## src/rtl/cpu65_pkg.sv

```systemverilog
// Shared types, operation codes and flag constants of the 6502 execute unit.
package cpu65_pkg;

   typedef enum logic [5:0] {
      OP_ADC = 6'd0,  OP_AND = 6'd1,  OP_ASL = 6'd2,  OP_BCC = 6'd3,
      OP_BCS = 6'd4,  OP_BEQ = 6'd5,  OP_BIT = 6'd6,  OP_BMI = 6'd7,
      OP_BNE = 6'd8,  OP_BPL = 6'd9,  OP_BVC = 6'd10, OP_BVS = 6'd11,
      OP_CLC = 6'd12, OP_CLD = 6'd13, OP_CLI = 6'd14, OP_CLV = 6'd15,
      OP_CMP = 6'd16, OP_CPX = 6'd17, OP_CPY = 6'd18, OP_DEC = 6'd19,
      OP_DEX = 6'd20, OP_DEY = 6'd21, OP_EOR = 6'd22, OP_INC = 6'd23,
      OP_INX = 6'd24, OP_INY = 6'd25, OP_LDA = 6'd26, OP_LDX = 6'd27,
      OP_LDY = 6'd28, OP_LSR = 6'd29, OP_ORA = 6'd30, OP_PHA = 6'd31,
      OP_PHP = 6'd32, OP_PLA = 6'd33, OP_PLP = 6'd34, OP_ROL = 6'd35,
      OP_ROR = 6'd36, OP_SBC = 6'd37, OP_SEC = 6'd38, OP_SED = 6'd39,
      OP_SEI = 6'd40, OP_STA = 6'd41, OP_STX = 6'd42, OP_STY = 6'd43,
      OP_TAX = 6'd44, OP_TAY = 6'd45, OP_TSX = 6'd46, OP_TXA = 6'd47,
      OP_TXS = 6'd48, OP_TYA = 6'd49, OP_NOP = 6'd50
   } op_type;

   localparam int FLAG_C = 0;
   localparam int FLAG_Z = 1;
   localparam int FLAG_I = 2;
   localparam int FLAG_D = 3;
   localparam int FLAG_V = 6;
   localparam int FLAG_N = 7;

   localparam logic [7:0] PUSH_FORCE_MASK = 8'b0011_0000;
   localparam logic [7:0] SP_RESET        = 8'hFD;

   typedef struct packed {
      logic [7:0] acc;
      logic [7:0] idx_x;
      logic [7:0] idx_y;
      logic [7:0] sp;
      logic [7:0] flags;
   } arch_state_type;

   typedef struct packed {
      logic [7:0] data_out;
      logic       data_write;
      logic [7:0] stack_slot;
      logic       branch_taken;
   } exec_result_type;

   // Updates N and Z from a result byte.
   function automatic logic [7:0] set_nz(input logic [7:0] flags, input logic [7:0] value);
      logic [7:0] f;
      f = flags;
      f[FLAG_Z] = (value == 8'h00);
      f[FLAG_N] = value[7];
      return f;
   endfunction

endpackage

```

## src/rtl/cpu65_alu.sv

```systemverilog
// Combinational execute logic: one operation against the architectural state.
module cpu65_alu (
   input  logic [5:0]                 op,
   input  logic [7:0]                 operand,
   input  logic                       acc_mode,
   input  cpu65_pkg::arch_state_type  cur,
   output cpu65_pkg::arch_state_type  nxt,
   output cpu65_pkg::exec_result_type res
);

   logic [7:0] src;
   logic [7:0] add_b;
   logic [8:0] add_sum;
   logic [7:0] cmp_reg;
   logic [8:0] cmp_diff;
   logic [7:0] rmw_val;
   logic       rmw;
   logic       c_in;

   assign src      = acc_mode ? cur.acc : operand;
   assign c_in     = cur.flags[cpu65_pkg::FLAG_C];
   assign add_b    = (op == cpu65_pkg::OP_SBC) ? ~operand : operand;
   assign add_sum  = {1'b0, cur.acc} + {1'b0, add_b} + {8'h00, c_in};
   assign cmp_reg  = (op == cpu65_pkg::OP_CPX) ? cur.idx_x :
                     (op == cpu65_pkg::OP_CPY) ? cur.idx_y : cur.acc;
   assign cmp_diff = {1'b0, cmp_reg} - {1'b0, operand};

   always_comb begin
      nxt     = cur;
      res     = '0;
      rmw     = 1'b0;
      rmw_val = 8'h00;
      case (op)
         cpu65_pkg::OP_ADC, cpu65_pkg::OP_SBC: begin
            nxt.acc = add_sum[7:0];
            nxt.flags[cpu65_pkg::FLAG_C] = add_sum[8];
            nxt.flags[cpu65_pkg::FLAG_V] =
               (cur.acc[7] ^ add_sum[7]) & (add_b[7] ^ add_sum[7]);
            nxt.flags = cpu65_pkg::set_nz(nxt.flags, add_sum[7:0]);
         end
         cpu65_pkg::OP_AND: begin
            nxt.acc   = cur.acc & operand;
            nxt.flags = cpu65_pkg::set_nz(cur.flags, cur.acc & operand);
         end
         cpu65_pkg::OP_ORA: begin
            nxt.acc   = cur.acc | operand;
            nxt.flags = cpu65_pkg::set_nz(cur.flags, cur.acc | operand);
         end
         cpu65_pkg::OP_EOR: begin
            nxt.acc   = cur.acc ^ operand;
            nxt.flags = cpu65_pkg::set_nz(cur.flags, cur.acc ^ operand);
         end
         cpu65_pkg::OP_ASL: begin
            rmw     = 1'b1;
            rmw_val = {src[6:0], 1'b0};
            nxt.flags[cpu65_pkg::FLAG_C] = src[7];
         end
         cpu65_pkg::OP_ROL: begin
            rmw     = 1'b1;
            rmw_val = {src[6:0], c_in};
            nxt.flags[cpu65_pkg::FLAG_C] = src[7];
         end
         cpu65_pkg::OP_LSR: begin
            rmw     = 1'b1;
            rmw_val = {1'b0, src[7:1]};
            nxt.flags[cpu65_pkg::FLAG_C] = src[0];
         end
         cpu65_pkg::OP_ROR: begin
            rmw     = 1'b1;
            rmw_val = {c_in, src[7:1]};
            nxt.flags[cpu65_pkg::FLAG_C] = src[0];
         end
         cpu65_pkg::OP_INC: begin
            rmw     = 1'b1;
            rmw_val = src + 8'h01;
         end
         cpu65_pkg::OP_DEC: begin
            rmw     = 1'b1;
            rmw_val = src - 8'h01;
         end
         cpu65_pkg::OP_BCC: res.branch_taken = ~cur.flags[cpu65_pkg::FLAG_C];
         cpu65_pkg::OP_BCS: res.branch_taken = cur.flags[cpu65_pkg::FLAG_C];
         cpu65_pkg::OP_BEQ: res.branch_taken = cur.flags[cpu65_pkg::FLAG_Z];
         cpu65_pkg::OP_BNE: res.branch_taken = ~cur.flags[cpu65_pkg::FLAG_Z];
         cpu65_pkg::OP_BMI: res.branch_taken = cur.flags[cpu65_pkg::FLAG_N];
         cpu65_pkg::OP_BPL: res.branch_taken = ~cur.flags[cpu65_pkg::FLAG_N];
         cpu65_pkg::OP_BVS: res.branch_taken = cur.flags[cpu65_pkg::FLAG_V];
         cpu65_pkg::OP_BVC: res.branch_taken = ~cur.flags[cpu65_pkg::FLAG_V];
         cpu65_pkg::OP_BIT: begin
            nxt.flags[cpu65_pkg::FLAG_N] = operand[7];
            nxt.flags[cpu65_pkg::FLAG_V] = operand[6];
            nxt.flags[cpu65_pkg::FLAG_Z] = ((cur.acc & operand) == 8'h00);
         end
         cpu65_pkg::OP_CLC: nxt.flags[cpu65_pkg::FLAG_C] = 1'b0;
         cpu65_pkg::OP_CLD: nxt.flags[cpu65_pkg::FLAG_D] = 1'b0;
         cpu65_pkg::OP_CLI: nxt.flags[cpu65_pkg::FLAG_I] = 1'b0;
         cpu65_pkg::OP_CLV: nxt.flags[cpu65_pkg::FLAG_V] = 1'b0;
         cpu65_pkg::OP_SEC: nxt.flags[cpu65_pkg::FLAG_C] = 1'b1;
         cpu65_pkg::OP_SED: nxt.flags[cpu65_pkg::FLAG_D] = 1'b1;
         cpu65_pkg::OP_SEI: nxt.flags[cpu65_pkg::FLAG_I] = 1'b1;
         cpu65_pkg::OP_CMP, cpu65_pkg::OP_CPX, cpu65_pkg::OP_CPY: begin
            nxt.flags[cpu65_pkg::FLAG_C] = ~cmp_diff[8];
            nxt.flags[cpu65_pkg::FLAG_Z] = (cmp_reg == operand);
            nxt.flags[cpu65_pkg::FLAG_N] = cmp_diff[7];
         end
         cpu65_pkg::OP_DEX: begin
            nxt.idx_x = cur.idx_x - 8'h01;
            nxt.flags = cpu65_pkg::set_nz(cur.flags, cur.idx_x - 8'h01);
         end
         cpu65_pkg::OP_DEY: begin
            nxt.idx_y = cur.idx_y - 8'h01;
            nxt.flags = cpu65_pkg::set_nz(cur.flags, cur.idx_y - 8'h01);
         end
         cpu65_pkg::OP_INX: begin
            nxt.idx_x = cur.idx_x + 8'h01;
            nxt.flags = cpu65_pkg::set_nz(cur.flags, cur.idx_x + 8'h01);
         end
         cpu65_pkg::OP_INY: begin
            nxt.idx_y = cur.idx_y + 8'h01;
            nxt.flags = cpu65_pkg::set_nz(cur.flags, cur.idx_y + 8'h01);
         end
         cpu65_pkg::OP_LDA, cpu65_pkg::OP_PLA: begin
            nxt.acc   = operand;
            nxt.flags = cpu65_pkg::set_nz(cur.flags, operand);
            if (op == cpu65_pkg::OP_PLA) begin
               nxt.sp         = cur.sp + 8'h01;
               res.stack_slot = cur.sp + 8'h01;
            end
         end
         cpu65_pkg::OP_LDX: begin
            nxt.idx_x = operand;
            nxt.flags = cpu65_pkg::set_nz(cur.flags, operand);
         end
         cpu65_pkg::OP_LDY: begin
            nxt.idx_y = operand;
            nxt.flags = cpu65_pkg::set_nz(cur.flags, operand);
         end
         cpu65_pkg::OP_PHA: begin
            res.stack_slot = cur.sp;
            res.data_out   = cur.acc;
            res.data_write = 1'b1;
            nxt.sp         = cur.sp - 8'h01;
         end
         cpu65_pkg::OP_PHP: begin
            res.stack_slot = cur.sp;
            res.data_out   = cur.flags | cpu65_pkg::PUSH_FORCE_MASK;
            res.data_write = 1'b1;
            nxt.sp         = cur.sp - 8'h01;
         end
         cpu65_pkg::OP_PLP: begin
            nxt.sp         = cur.sp + 8'h01;
            res.stack_slot = cur.sp + 8'h01;
            // Bits 4 and 5 are not stored by a pull; they keep their value.
            nxt.flags = (operand & ~cpu65_pkg::PUSH_FORCE_MASK) |
                        (cur.flags & cpu65_pkg::PUSH_FORCE_MASK);
         end
         cpu65_pkg::OP_STA: begin
            res.data_out   = cur.acc;
            res.data_write = 1'b1;
         end
         cpu65_pkg::OP_STX: begin
            res.data_out   = cur.idx_x;
            res.data_write = 1'b1;
         end
         cpu65_pkg::OP_STY: begin
            res.data_out   = cur.idx_y;
            res.data_write = 1'b1;
         end
         cpu65_pkg::OP_TAX: begin
            nxt.idx_x = cur.acc;
            nxt.flags = cpu65_pkg::set_nz(cur.flags, cur.acc);
         end
         cpu65_pkg::OP_TAY: begin
            nxt.idx_y = cur.acc;
            nxt.flags = cpu65_pkg::set_nz(cur.flags, cur.acc);
         end
         cpu65_pkg::OP_TSX: begin
            nxt.idx_x = cur.sp;
            nxt.flags = cpu65_pkg::set_nz(cur.flags, cur.sp);
         end
         cpu65_pkg::OP_TXA: begin
            nxt.acc   = cur.idx_x;
            nxt.flags = cpu65_pkg::set_nz(cur.flags, cur.idx_x);
         end
         cpu65_pkg::OP_TXS: nxt.sp = cur.idx_x;
         cpu65_pkg::OP_TYA: begin
            nxt.acc   = cur.idx_y;
            nxt.flags = cpu65_pkg::set_nz(cur.flags, cur.idx_y);
         end
         default: begin
         end
      endcase

      // Read-modify-write ops land either in A or back in memory.
      if (rmw) begin
         nxt.flags = cpu65_pkg::set_nz(nxt.flags, rmw_val);
         if (acc_mode) begin
            nxt.acc = rmw_val;
         end else begin
            res.data_out   = rmw_val;
            res.data_write = 1'b1;
         end
      end
   end

endmodule

```

## src/rtl/cpu_6502_execute_unit.sv

```systemverilog
// Top level of the 6502 execute unit: input register, execute logic, result register.
// An accepted item passes through two register stages, the input register and the
// result register, before its result shows on rsp_*.
// Throughput: one item per cycle, set by the combinational 8-bit ALU and the
// architectural register feedback around it; a stalled response holds both stages.
// Reset: synchronous, active high; clears the valid bits, zeroes A, X, Y and P, sets SP to 0xFD.
module cpu_6502_execute_unit (
   input  logic       clock,
   input  logic       reset,
   input  logic       req_valid,
   output logic       req_stall,
   input  logic [5:0] req_op,
   input  logic [7:0] req_operand,
   input  logic       req_acc_mode,
   output logic       rsp_valid,
   input  logic       rsp_stall,
   output logic [7:0] rsp_data_out,
   output logic       rsp_data_write,
   output logic [7:0] rsp_stack_slot,
   output logic       rsp_branch_taken,
   output logic [7:0] rsp_acc_out,
   output logic [7:0] rsp_status_out
);

   // Input stage: holds one accepted item until the execute logic can retire it.
   logic       in_valid_ff;
   logic       in_valid_in;
   logic [5:0] in_op_ff;
   logic [7:0] in_operand_ff;
   logic       in_acc_mode_ff;

   // Architectural registers, updated exactly when an item executes.
   cpu65_pkg::arch_state_type state_ff;
   cpu65_pkg::arch_state_type state_in;
   cpu65_pkg::arch_state_type alu_next;
   cpu65_pkg::exec_result_type alu_res;

   // Result register.
   logic       out_valid_ff;
   logic       out_valid_in;
   cpu65_pkg::exec_result_type out_res_ff;
   logic [7:0] out_acc_ff;
   logic [7:0] out_flags_ff;

   logic       out_free;
   logic       execute;
   logic       req_accept;

   cpu65_alu u_alu (
      .op       (in_op_ff),
      .operand  (in_operand_ff),
      .acc_mode (in_acc_mode_ff),
      .cur      (state_ff),
      .nxt      (alu_next),
      .res      (alu_res)
   );

   // The result register can take a new item when empty or being drained this cycle.
   assign out_free   = ~out_valid_ff | ~rsp_stall;
   assign execute    = in_valid_ff & out_free;
   // The input stage refills in the same cycle that its item moves on.
   assign req_stall  = in_valid_ff & ~out_free;
   assign req_accept = req_valid & ~req_stall;

   assign in_valid_in  = req_accept | (in_valid_ff & ~execute);
   assign out_valid_in = execute | (out_valid_ff & rsp_stall);
   assign state_in     = execute ? alu_next : state_ff;

   always_ff @(posedge clock) begin
      if (reset) begin
         in_valid_ff    <= 1'b0;
         out_valid_ff   <= 1'b0;
         state_ff.acc   <= 8'h00;
         state_ff.idx_x <= 8'h00;
         state_ff.idx_y <= 8'h00;
         state_ff.sp    <= cpu65_pkg::SP_RESET;
         state_ff.flags <= 8'h00;
      end else begin
         in_valid_ff  <= in_valid_in;
         out_valid_ff <= out_valid_in;
         state_ff     <= state_in;
      end
   end

   always_ff @(posedge clock) begin
      if (req_accept) begin
         in_op_ff       <= req_op;
         in_operand_ff  <= req_operand;
         in_acc_mode_ff <= req_acc_mode;
      end
      if (execute) begin
         out_res_ff   <= alu_res;
         out_acc_ff   <= alu_next.acc;
         out_flags_ff <= alu_next.flags;
      end
   end

   assign rsp_valid        = out_valid_ff;
   assign rsp_data_out     = out_res_ff.data_out;
   assign rsp_data_write   = out_res_ff.data_write;
   assign rsp_stack_slot   = out_res_ff.stack_slot;
   assign rsp_branch_taken = out_res_ff.branch_taken;
   assign rsp_acc_out      = out_acc_ff;
   assign rsp_status_out   = out_flags_ff;

endmodule
```

## config.mk

```make
export PLATFORM = sky130hd
export DESIGN_NAME = cpu_6502_execute_unit
export DESIGN_NICKNAME = d
export VERILOG_FILES = /design/src/rtl/cpu65_pkg.sv /design/src/rtl/cpu65_alu.sv /design/src/rtl/cpu_6502_execute_unit.sv
export SDC_FILE = /design/constraint.sdc
export NUM_CORES = 1
export LEC_CHECK = 0
export ABC_AREA = 1
export BUFFER_PORTS_ARGS = -buffer_cell sky130_fd_sc_hd__buf_2
export CORE_MARGIN = 4
export CORE_UTILIZATION = 45
export DETAILED_ROUTE_END_ITERATION = 10
export HOLD_SLACK_MARGIN = 0.03
export PLACE_DENSITY = 0.72
export REMOVE_ABC_BUFFERS = 1
export SLEW_MARGIN = 15
export SYNTH_ARGS = -nofsm -noshare
export SYNTH_HDL_FRONTEND = slang
export SYNTH_SLANG_ARGS = --single-unit
```

## constraint.sdc

```tcl
create_clock -name clock -period 3.7 [get_ports clock]
set_clock_uncertainty 0.2 [all_clocks]
set_input_delay 0.185 -clock clock [delete_from_list [all_inputs] [get_ports clock]]
set_output_delay 0.185 -clock clock [all_outputs]
set_load 0.02 [all_outputs]
```

==> run summary, run 1 <==
The highest achievable clock rate came out at 292 MHz. The flow ran to the end, and the final reports show no timing, DRC or antenna violations. The number of DRC violations after detailed routing came out at 0.

The aggregate global-route resource usage came out at 0.314. TritonCTS built the clock tree. The number of cells produced by synthesis is 1181. The min-delay analysis places its worst path in the category primary input to flop.

The worst register-to-register path ends at state_ff[7]$_SDFFE_PP0P_. The count of final max-slew check failures was 0. Setup repair after global routing left no endpoint under its margin. The largest fanout on the critical path came out at 9. The fill cell instance count of the final layout is 1756. In the final timing run, aggregate negative setup slack is 0 ns. For the finished layout, the period the worst path requires is 3.43 ns. The placeable core region came out at 16800 um^2. The most instantiated library cell after synthesis is nand2_1.

The initial core utilization is 0.465. For this design, the sink count on the clock tree is 87. Measured against its own limit, the worst slew margin works out to 0.355. The number of enable-type register cells in the synthesized netlist came out at 47. The routed wirelength normalized by instance count came out at 21.0 um.

The final estimated routing congestion in global placement came out at 1.05. The transition time at the pin with the least slew margin is 0.966 ns. In this run the number of H-tree levels came out at 3. During I/O placement, the number of pins put on the boundary was 55. The worst hold path begins at reset. The number of antenna violations at the first check in global routing is 0. Of the post-synthesis cell area, the dominant cell type holds 0.180. The global routing stage identified its most utilized layer as met2.

The violation count after the first detailed-route iteration came out at 1148. The insertion delay to the later sink of the worst-skew pair came out at 0.36 ns. Before CTS, the worst setup slack after placement is 0.274 ns.

The worst register-to-register path begins at in_op_ff[1]$_DFFE_PP_. The post-synthesis sequential element count came out at 87. The pin count of the biggest net entering global routing is 53. For met2 alone, demand over resource in global routing was 0.462.

The netlist area before placement came out at 7830 um^2. The hold-critical path endpoint is in_valid_ff$_SDFF_PP0_. The global routing usage on met1 came out at 0.449. The wire length of the first global-routing pass is 47500 um. The cell row count is 47.

The CTS buffer count came out at 9. The number of buffers inserted by port buffering came out at 52. The critical path is of the flop to flop type. Power comes to 2.65 mW. The ratio of cells with drive above 1 in the final layout is 0.122. The post-synthesis async set-or-reset flop share came out at 0. By count the netlist is led by nand2_1 (283), inv_1 (138), nor2_1 (129), nand3_1 (112), o21ai_0 (74).

The register area share after synthesis came out at 0.283. The type of element launching the critical path is a flop. The count of nets left with antenna violations once routing finished came out at 0. The via count came out at 8884. The library cell occupying the most area in the post-synthesis netlist is edfxtp_1.

The total power divided by cell area is 296 nW/um^2. Detailed placement finished with a half-perimeter wire length of 24500 um. The height of the die came out at 140 um. The final critical-path share of the clock period came out at 0.927. After layout, the worst setup slack is 0.270 ns.

The net count of the finished layout is 1340. The CTS clock-pin slew for the worst setup and hold paths is 0.07 ns. The count of distinct cell types in the synthesized netlist came out at 48. The most used flip-flop cell after synthesis is edfxtp_1. In the post-synthesis netlist, the biggest area contributors are edfxtp_1 (18%), nand2_1 (14%), dfxtp_1 (10%). The depth of the worst register-to-register path is 19.

The vias per cell came out at 5.95. 0 antenna diodes ended up in the layout. The total of warnings raised by yosys is 0. The analysis attributes to cell leakage a power of 4.24 nW.

The worst setup path is captured at a flop. The final wirelength came out at 31300 um. Setup violations remaining at the end of the flow were counted as 0. From synthesis to final layout, the design area changed by 14.5%. The average instance area after synthesis is 6.63 um^2.

The final number of hold-violating endpoints came out at 0. The cell count of the worst hold path is 2. The data arrival time at the worst-slack endpoint is 3.48 ns. Summed over all layers, the global routing overflow is 0.

The data required time at the worst endpoint is 3.75 ns. The longest clock path from root to sink contains 2 buffers. Clock tree synthesis selected as its root buffer the cell clkbuf_16. The number of detailed-routing iterations run before antenna repair is 6. The horizontal die dimension is 140 um. The number of global-route vias before repair is 8046. The floorplan die area came out at 19600 um^2.

In this run the register-to-register setup slack is 0.27 ns. The peak ir drop on the vdd network came out at 0.213 mV. The met3 track utilization from global routing is 0.0746. The max-cap check violation count is 0.
==> through the flow <==
stage	utilization	std cells	instance area [um^2]	hold WS, ns
2_1_floorplan	-	1152	7690	0.0541
3_3_place_gp	0.504	1459	8480	0.162
3_5_place_dp	0.504	1459	8480	0.163
4_1_cts	0.531	1492	8930	0.0864
5_1_grt	0.533	1493	8960	0.124
6_report	0.533	1493	8960	0.0957
==> area by class of cell <==
cell class	count	area, um^2	share of cell area
Sequential cell	87	2210	0.247
Clock buffer	9	225	0.0251
Multi-Input combinational cell	908	4910	0.548
Timing Repair Buffer	105	701	0.0782
Clock inverter	7	48.8	0.00545
Inverter	157	589	0.0658
Tap cell	220	275	0.0307
==> metal layers <==
layer	part of all wire	routed length, um
met5	0	0
met4	0.042	1320
met3	0.11	3600
met2	0.42	13100
met1	0.42	13200
==> critical path: stages, from the launching register on <==
cell      delay [ns]
edfxtp_1        0.50
inv_2           0.13
nand2_2         0.08
nor2_4          0.16
nand2_2         0.08
buf_4           0.19
xor2_1          0.15
ha_1            0.37
a21oi_1         0.24
nor2_1          0.07
nor2_1          0.12
nand3b_1        0.13
nand3_1         0.15
nand2_1         0.11
nor2_1          0.21
nand3_1         0.12
nand2_1         0.10
nand3_1         0.07
nand2_1         0.10
inv_1           0.04
==> timing repair <==
action / CTS / global route
buffers inserted: 0 / 1
setup endpoints to repair: 0 / 6
hold buffers: 17 / 0
hold endpoints to repair: 17 / 0
resized for setup: 0 / 5
==> flip-flops by register name, summed over array words and instances, names as in the netlist <==
| register | flops |
|---|---|
| rsp_data_write | 1 |
| rsp_data_out | 8 |
| rsp_stack_slot | 8 |
| in_valid_ff | 1 |
| in_op_ff | 6 |
| rsp_branch_taken | 1 |
| state_ff | 38 |
| in_operand_ff | 8 |
| rsp_valid | 1 |
| in_acc_mode_ff | 1 |
| rsp_status_out | 6 |
| rsp_acc_out | 8 |
==> power breakdown <==
group / leakage [nW] / internal (mW) / switching, mW
logic: 3.34 / 0.209 / 0.431
clock network: 0.125 / 0.455 / 0.426
registers: 0.776 / 1.07 / 0.0547
==> placed cells by master, fill, tap and decap left out, types with 4 or more instances in the layout <==
cell type / instances
a211oi_1: 5
a21oi_1: 66
a221oi_1: 8
a22oi_1: 5
a31oi_1: 5
buf_2: 52
buf_4: 36
clkbuf_16: 9
clkinv_1: 4
dfxtp_1: 40
dlygate4sd3_1: 17
edfxtp_1: 47
ha_1: 50
inv_1: 137
inv_2: 17
nand2_1: 282
nand2_2: 10
nand3_1: 112
nand3b_1: 5
nand4_1: 16
nor2_1: 129
nor2_2: 6
nor2_4: 5
nor3_1: 11
o211ai_1: 16
o21ai_0: 74
o21ai_1: 5
o221ai_1: 6
o22ai_1: 37
or2_2: 4
xor2_1: 20
==> worst max-delay path by stage <==
stage	startpoint	endpoint	slack (ns)	cells after the start
3_5_place_dp	in_op_ff[0]$_DFFE_PP_	state_ff[0]$_SDFFE_PP0P_	0.27	20
2_1_floorplan	in_op_ff[3]$_DFFE_PP_	state_ff[0]$_SDFFE_PP0P_	0.34	18
5_1_grt	in_op_ff[3]$_DFFE_PP_	rsp_acc_out[3]$_DFFE_PP_	0.002	15
4_1_cts	in_op_ff[0]$_DFFE_PP_	state_ff[0]$_SDFFE_PP0P_	0.24	20
6_report	in_op_ff[1]$_DFFE_PP_	state_ff[7]$_SDFFE_PP0P_	0.27	19
3_3_place_gp	in_op_ff[0]$_DFFE_PP_	state_ff[0]$_SDFFE_PP0P_	0.31	21
==> cells by family after synthesis <==
kind of cell	share of synthesized area
simple gates	0.322
compound gates	0.185
other cells	0.000479
xor+xnor	0.0280
flops	0.283
buf+inv	0.0938
fa+ha+maj	0.0876
Note: power is estimated with default switching activity, not from simulation.
==> run 2: changes to the inputs <==
--- a/config.mk
+++ b/config.mk
@@ -6,12 +6,12 @@
 export NUM_CORES = 1
 export LEC_CHECK = 0
 export ABC_AREA = 1
-export BUFFER_PORTS_ARGS = -buffer_cell sky130_fd_sc_hd__buf_2
 export CORE_MARGIN = 4
 export CORE_UTILIZATION = 45
 export DETAILED_ROUTE_END_ITERATION = 10
+export DONT_BUFFER_PORTS = 1
 export HOLD_SLACK_MARGIN = 0.03
-export PLACE_DENSITY = 0.72
+export PLACE_DENSITY = 0.7
 export REMOVE_ABC_BUFFERS = 1
 export SLEW_MARGIN = 15
 export SYNTH_ARGS = -nofsm -noshare
==> run 2 against run 1 <==
Sequential power barely moved. Worst hold slack gained 0.12 ns. Sequential share of layout area rose by 0.48 points. Global-route usage is 0.24 points higher. Register-to-register slack got worse by 0.05 ns. Clock power up 11%. Final area fell by 1.9%. Die area unchanged. Clock-buffer cell count increased by 1. Total power increased by 2.9%. Setup slack got worse by 0.051 ns. Critical endpoint is now state_ff[1]$_SDFFE_PP0P_. Largest cell class unchanged. Highest routed layer unchanged.
==> run summary, run 2 (synthesis results as in run 1) <==
The total placed cells including tap cells is 1412. Dividing the detail-routed wire length by the instance count gives 22.0 um. The count of non-filler cells in the finished layout came out at 1449. Leaving out fill and tap cells, the most frequent cell in the layout is nand2_1. The worst setup path is captured at a flop.

The transition time at the pin with the least slew margin is 1.03 ns. The utilization of the core after routing is 0.523. The number of DRC violations after detailed routing came out at 0. CTS built an H-tree with a depth of 3. For this design the top-level I/O count stands at 55. The final estimated routing congestion in global placement is 1.03. The static leakage is 4.09 nW.

The ratio of cells with drive above 1 in the final layout came out at 0.0911. The final number of hold-violating endpoints came to 0. The area of all placed cells without fillers is 8790 um^2.

The total power divided by cell area is 310 nW/um^2. Measured along the y axis, the die boundary spans 140 um. In this run the worst hold path is classified as primary input to flop. The horizontal die dimension is 140 um. The data required time at the worst endpoint came out at 3.80 ns. The number of detailed-routing iterations run before antenna repair came out at 6. The max-cap check violation count came out at 0.

In the final layout, flip-flops and latches occupy 2210 um^2. Clock tree synthesis inserted a total of 9 buffers. The final critical-path share of the clock period came out at 0.941.

The data arrival time at the worst-slack endpoint came out at 3.59 ns. The setup path with the least slack is of type flop to flop. The pin count of the biggest net entering global routing came out at 53. The clock period could shrink to 3.48 ns. The count of final setup violators came out at 0.

Timing would allow up to 287 MHz. The number of global-route vias before repair came out at 7878. The maximum buffer depth of the clock tree is 2.

The largest fanout on the critical path is 6. Counting flops per register, the top entry is state_ff. The area taken by multi-input logic gates is 4910 um^2. The initial core utilization is 0.465. Measured in cells, the most critical reg-to-reg path has a length of 18.

The worst setup path is launched from a flop. The number of buffers inserted by port buffering is 0. The number of antenna violations at the first check in global routing came out at 0. The register with the most flip-flops in the layout has 38 of them. The post-detailed-placement half-perimeter wirelength is 24500 um. The library cells used most frequently in the layout, excluding fill and tap cells, are nand2_1 (282), inv_1 (137), nor2_1 (128). The run finished with clean final reports. The floorplan step defined a core boundary enclosing 16800 um^2. In this run, the number of DRC markers left after iteration 0 of detailed routing was 1102. Using the TritonRoute via totals, the vias-per-cell ratio works out to 6.04. The cell area after placement is 8260 um^2. Detailed routing inserted a total of 8752 vias. Wires add up to 31900 um.

TritonCTS built the clock tree. The clock root buffer is clkbuf_16. The peak ir drop on the vdd network is 0.220 mV. The total power consumption of the routed design came out at 2.73 mW.

The cell row count is 47. The aggregate global-route resource usage came out at 0.316. Clock-pin slew was measured on the worst setup and hold paths at 0.07 ns. The wire length of the first global-routing pass is 47400 um. The number of sinks driven by the clock tree is 87. The leftover overflow at the end of global routing is 0. The detail route stage leaves a number of antenna-violating nets equal to 0. The relative slew slack is 0.310.

The fill cell instance count of the final layout is 1695. Counting instances, the worst hold path has a depth of 2. The insertion delay to the later sink of the worst-skew pair came out at 0.37 ns.

The signed area change from the synthesized netlist to the final layout is 12.3%. The count of final max-slew check failures was 0. The floorplan die area came out at 19600 um^2. The number of antenna repair diodes came out at 0. The total number of nets in the final design is 1296.
run 2: cell count changes in the layout (fill, tap and decap cells not counted), sizes merged:
cell / change
clkinvlp: -2
dlygate4sd3: +1
clkinv: -2
bufinv: +1
buf: -45
clkbuf: +1
inv: +2
run 2: power by group:
part | leakage, nW | internal (mW) | switching [mW] | total, mW
registers | 0.776 | 1.08 | 0.0818 | 1.16
clock network | 0.144 | 0.529 | 0.446 | 0.976
logic | 3.17 | 0.194 | 0.399 | 0.593
run 2: layout make-up:
type                            count  area share
Multi-Input combinational cell    908       0.559
Sequential cell                    87       0.252
Clock inverter                      6     0.00755
Inverter                          157      0.0671
Tap cell                          220      0.0313
Timing Repair Buffer               61      0.0572
Clock buffer                       10      0.0261
run 2: what timing repair did:
| action | 4_1_cts | 5_1_grt |
|---|---|---|
| hold buffers | 18 | 0 |
| setup endpoints to repair | 0 | 4 |
| gates resized for setup | 0 | 8 |
| setup buffers | 0 | 3 |
| hold endpoints to repair | 35 | 0 |
run 2: path summary, 6_finish.rpt:
path | startpoint | endpoint | slack [ns]
worst max-delay path | in_op_ff[3]$_DFFE_PP_ | state_ff[1]$_SDFFE_PP0P_ | 0.22
worst min-delay path | reset | state_ff[8]$_SDFFE_PP1P_ | 0.21
worst max register to register | in_op_ff[3]$_DFFE_PP_ | state_ff[1]$_SDFFE_PP0P_ | 0.22
worst min register to register | in_valid_ff$_SDFF_PP0_ | rsp_valid$_SDFF_PP0_ | 0.30
run 2: routing by layer:
layer	up-vias	GRT usage	wire (um)
met5	-	0	0
met4	0	0.140	1390
met3	93	0.0746	3300
met2	517	0.455	13400
met1	4069	0.452	13700
li1	4073	-	-
run 2: stage by stage:
stage	setup TNS, ns	hold WS, ns	setup WS [ns]
after global placement	0	0.0605	0.363
after CTS	0	0.179	0.236
after floorplan	0	0.0541	0.339
after global routing	-0.00880	0.216	-0.00880
after detailed placement	0	0.0601	0.243
final	0	0.214	0.219
run 2: critical path, stage by stage (launching register included):
cell	delay, ns
edfxtp_1	0.50
inv_1	0.13
nand2_1	0.10
nor2_2	0.17
nand2_2	0.14
xor2_1	0.18
fa_1	0.43
fa_2	0.41
nand3_1	0.08
nand2_1	0.10
xnor2_1	0.21
nand3_1	0.10
nor2_1	0.11
nand3_1	0.13
nand3_1	0.17
nand2_1	0.08
nand3_1	0.08
nand2_1	0.06
inv_1	0.05
==> run 3: changes to the inputs <==
--- a/config.mk
+++ b/config.mk
@@ -8,6 +8,7 @@
 export ABC_AREA = 1
 export CORE_MARGIN = 4
 export CORE_UTILIZATION = 45
+export CTS_CLUSTER_DIAMETER = 60
 export DETAILED_ROUTE_END_ITERATION = 10
 export DONT_BUFFER_PORTS = 1
 export HOLD_SLACK_MARGIN = 0.03
==> constraint.sdc (replaced) <==
create_clock -name clock -period 3.34 [get_ports clock]
set_clock_uncertainty 0.2 [all_clocks]
set_input_delay 0.167 -clock clock [delete_from_list [all_inputs] [get_ports clock]]
set_output_delay 0.167 -clock clock [all_outputs]
set_load 0.02 [all_outputs]
==> run 3 against run 2 <==
Sequential cell count unchanged. Die area did not move. First-iteration DRC count is 0.27% lower. Setup slack got worse by 0.068 ns. Critical path depth shrank 1. Global-route usage decreased by 1.2 points. Worst hold slack lost 0.042 ns. Final area up 4.0%. Via count is 3.7% higher. Largest cell class unchanged.
==> run summary, run 3 (synthesis results as in run 1) <==
The tool flagged a number of max-cap violations equal to 0. The post-detailed-placement half-perimeter wirelength is 23500 um. The TritonCTS clock tree is yes. The relative slew slack is 0.318.

The most critical setup path has its endpoint at rsp_status_out[7]$_DFFE_PP_. The worst setup path is launched from a flop. Of the cells placed in the final design, the portion with a size suffix greater than 1 is 0.125.

The number of flip-flops in the largest register came out at 38. STA classifies the critical path endpoint as a flop. Leaving out fill and tap cells, the most frequent cell in the layout is nand2_1. The die is 140 um tall.

Summed over all layers, the global routing overflow is 0. The utilization of the core after routing is 0.543. The share of total power dissipated in the clock network is 0.384. The worst slack at placement is 0.0423 ns.

Counting instances, the worst hold path has a depth of 2. The CTS clock-pin slew for the worst setup and hold paths came out at 0.06 ns. The largest individual stage delay along the critical path comes from the cell edfxtp_1. Setup violations remaining at the end of the flow were counted as 0. The number of antenna repair diodes came out at 0.

The worst stage delay on the critical path is 0.45 ns. The area growth from synthesis to layout is 16.8%. The number of DRC violations after detailed routing came out at 0. The horizontal die dimension is 140 um. After the first detailed-routing iteration, the DRC count stood at 1099. The total power consumption of the routed design came out at 3.21 mW. The number of buffers inserted by port buffering is 0. The transition time at the pin with the least slew margin came out at 1.02 ns. The switching share of power came out at 0.321. The number of global-route vias before repair came out at 8133. The vias per cell is 6.16. The multi-input combinational cells in the finished layout cover a total of 5020 um^2.

The number of detailed-routing iterations run before antenna repair is 6. The via count is 9076. The number of H-tree levels came out at 3. The data arrival time at the worst-slack endpoint came out at 3.10 ns. The min-delay analysis places its worst path in the category primary input to flop.

Counting the fill cells in the layout gives 1680. The initial utilization of the core area, before any placement, comes to 0.465. Based on the critical path, the design can be clocked at up to 314 MHz.

The critical path goes through inv_2, nand2_2, nor2_2, nand2_2, buf_4, xor2_1, ha_2, a21oi_2, nor2_1, nor2_1, nand3b_1, nand3_2, nand2_1, nor2_1, nand3_1, nand2_1, nand2_1. The insertion delay to the later sink of the worst-skew pair is 0.37 ns. The final estimated routing congestion in global placement came out at 1.14.

The fraction of power consumed by combinational cells came out at 0.217. In this run the power density over the cells is 351 nW/um^2. In the layout the commonest cells are nand2_1 (279), inv_1 (137), nor2_1 (124).

The final number of hold-violating endpoints was 0. The CTS buffer count came out at 9. The cell row count came out at 47. The total area inside the core boundary comes to 16800 um^2. The routed wirelength normalized by instance count is 20.7 um.

The flow ran to the end, and the final reports show no timing, DRC or antenna violations. The post-layout worst setup margin is 0.151 ns. The aggregate global-route resource usage came out at 0.305.

The internal portion of total power came out at 2.18 mW. The worst setup path is of the flop to flop kind. The first global-routing pass estimated 46600 um of wire. In this run the critical register-to-register path is launched from in_op_ff[1]$_DFFE_PP_. The register with the most flip-flops in the final layout is state_ff. The total negative slack for setup checks came out at 0 ns. The total net switching power came out at 1.03 mW.

The number of antenna-violating nets in the routed design is 0. The pin count of the biggest net entering global routing is 53. The critical path starts at in_op_ff[1]$_DFFE_PP_. The final wirelength came out at 30600 um. In the finished design, the share of the clock period the worst path needs comes to 0.955.

The data required time at the worst endpoint came out at 3.25 ns. The tree is rooted in a clkbuf_16. The register-to-register setup slack came out at 0.15 ns. The number of antenna violations at the first check in global routing is 0. The peak ir drop on the vdd network is 0.264 mV. The largest fanout on the critical path is 6. 55 I/O pins were placed. Setup repair after global routing could not meet its margin everywhere. The maximum buffer depth of the clock tree is 2. Of the total power, registers draw 0.400.

The depth of the worst register-to-register path came out at 17. The number of sinks driven by the clock tree is 87. For this run, the post-layout net count is 1321. After layout, the minimum clock period comes to 3.19 ns. In the final layout, flip-flops and latches occupy 2210 um^2. The die covers 19600 um^2.

The count of final max-slew check failures came out at 0. The analysis attributes to cell leakage a power of 4.26 nW. The endpoint identified for the worst register-to-register timing path is rsp_status_out[7]$_DFFE_PP_.

The worst hold slack came out at 0.172 ns.
==> run 3: changes by cell type in the layout (fill, tap and decap cells not counted), sizes merged <==
| cell | before | now |
|---|---|---|
| clkbuf | 10 | 9 |
| clkinvlp | 1 | 0 |
| buf | 43 | 67 |
| dlygate4sd3 | 18 | 19 |
| bufinv | 1 | 3 |
==> run 3: layout make-up <==
cell class	instances	share of cell area
Clock buffer	9	0.0246
Clock inverter	7	0.0137
Inverter	157	0.0645
Multi-Input combinational cell	908	0.549
Sequential cell	87	0.242
Tap cell	220	0.0301
Timing Repair Buffer	86	0.0762
==> run 3: what timing repair did <==
item / CTS / global route
endpoints found under the setup margin: 0 / 14
hold buffers: 19 / 0
buffers inserted: 0 / 8
resized for setup: 0 / 30
hold endpoints to repair: 35 / 0
==> run 3: worst min-delay path by stage <==
stage	start	end	slack (ns)
final	reset	state_ff[8]$_SDFFE_PP1P_	0.17
after global routing	req_acc_mode	in_acc_mode_ff$_DFFE_PP_	0.23
after CTS	reset	state_ff[13]$_SDFFE_PP1P_	0.18
after detailed placement	reset	state_ff[23]$_SDFFE_PP0P_	0.04
after global placement	reset	state_ff[23]$_SDFFE_PP0P_	0.04
after floorplan	reset	in_valid_ff$_SDFF_PP0_	0.04
==> run 3: layer usage <==
metal | part of all wire | vias to the layer above | global-route usage
li1 | - | 4128 | -
met1 | 0.41 | 4156 | 0.421
met2 | 0.41 | 655 | 0.437
met3 | 0.13 | 137 | 0.0855
met4 | 0.055 | 0 | 0.148
met5 | 0 | - | 0
==> run 3: through the flow <==
step | instance area (um^2) | instances
4_1_cts | 8940 | 1466
3_5_place_dp | 8400 | 1431
3_3_place_gp | 8400 | 1431
6_report | 9140 | 1474
5_1_grt | 9140 | 1474
2_1_floorplan | 7690 | 1152
==> run 3: critical path, delay by kind of cell (launching register included) <==
kind	cells	cell delay, ns
AOI/OAI and AO/OA	1	0.21
buffers and inverters	2	0.32
and+or+nand+nor	12	1.27
xor gates and xnor gates	1	0.17
adders and majority gates	1	0.33
DFF	1	0.45
==> run 3: power by group through the flow <==
stage / clock (mW) / combinational (mW) / sequential [mW]
after detailed placement: 0 / 0.610 / 1.30
after CTS: 1.23 / 0.636 / 1.28
after floorplan: 0 / 0.396 / 1.29
after global routing: 1.29 / 0.755 / 1.28
final: 1.23 / 0.694 / 1.28
after global placement: 0 / 0.606 / 1.30
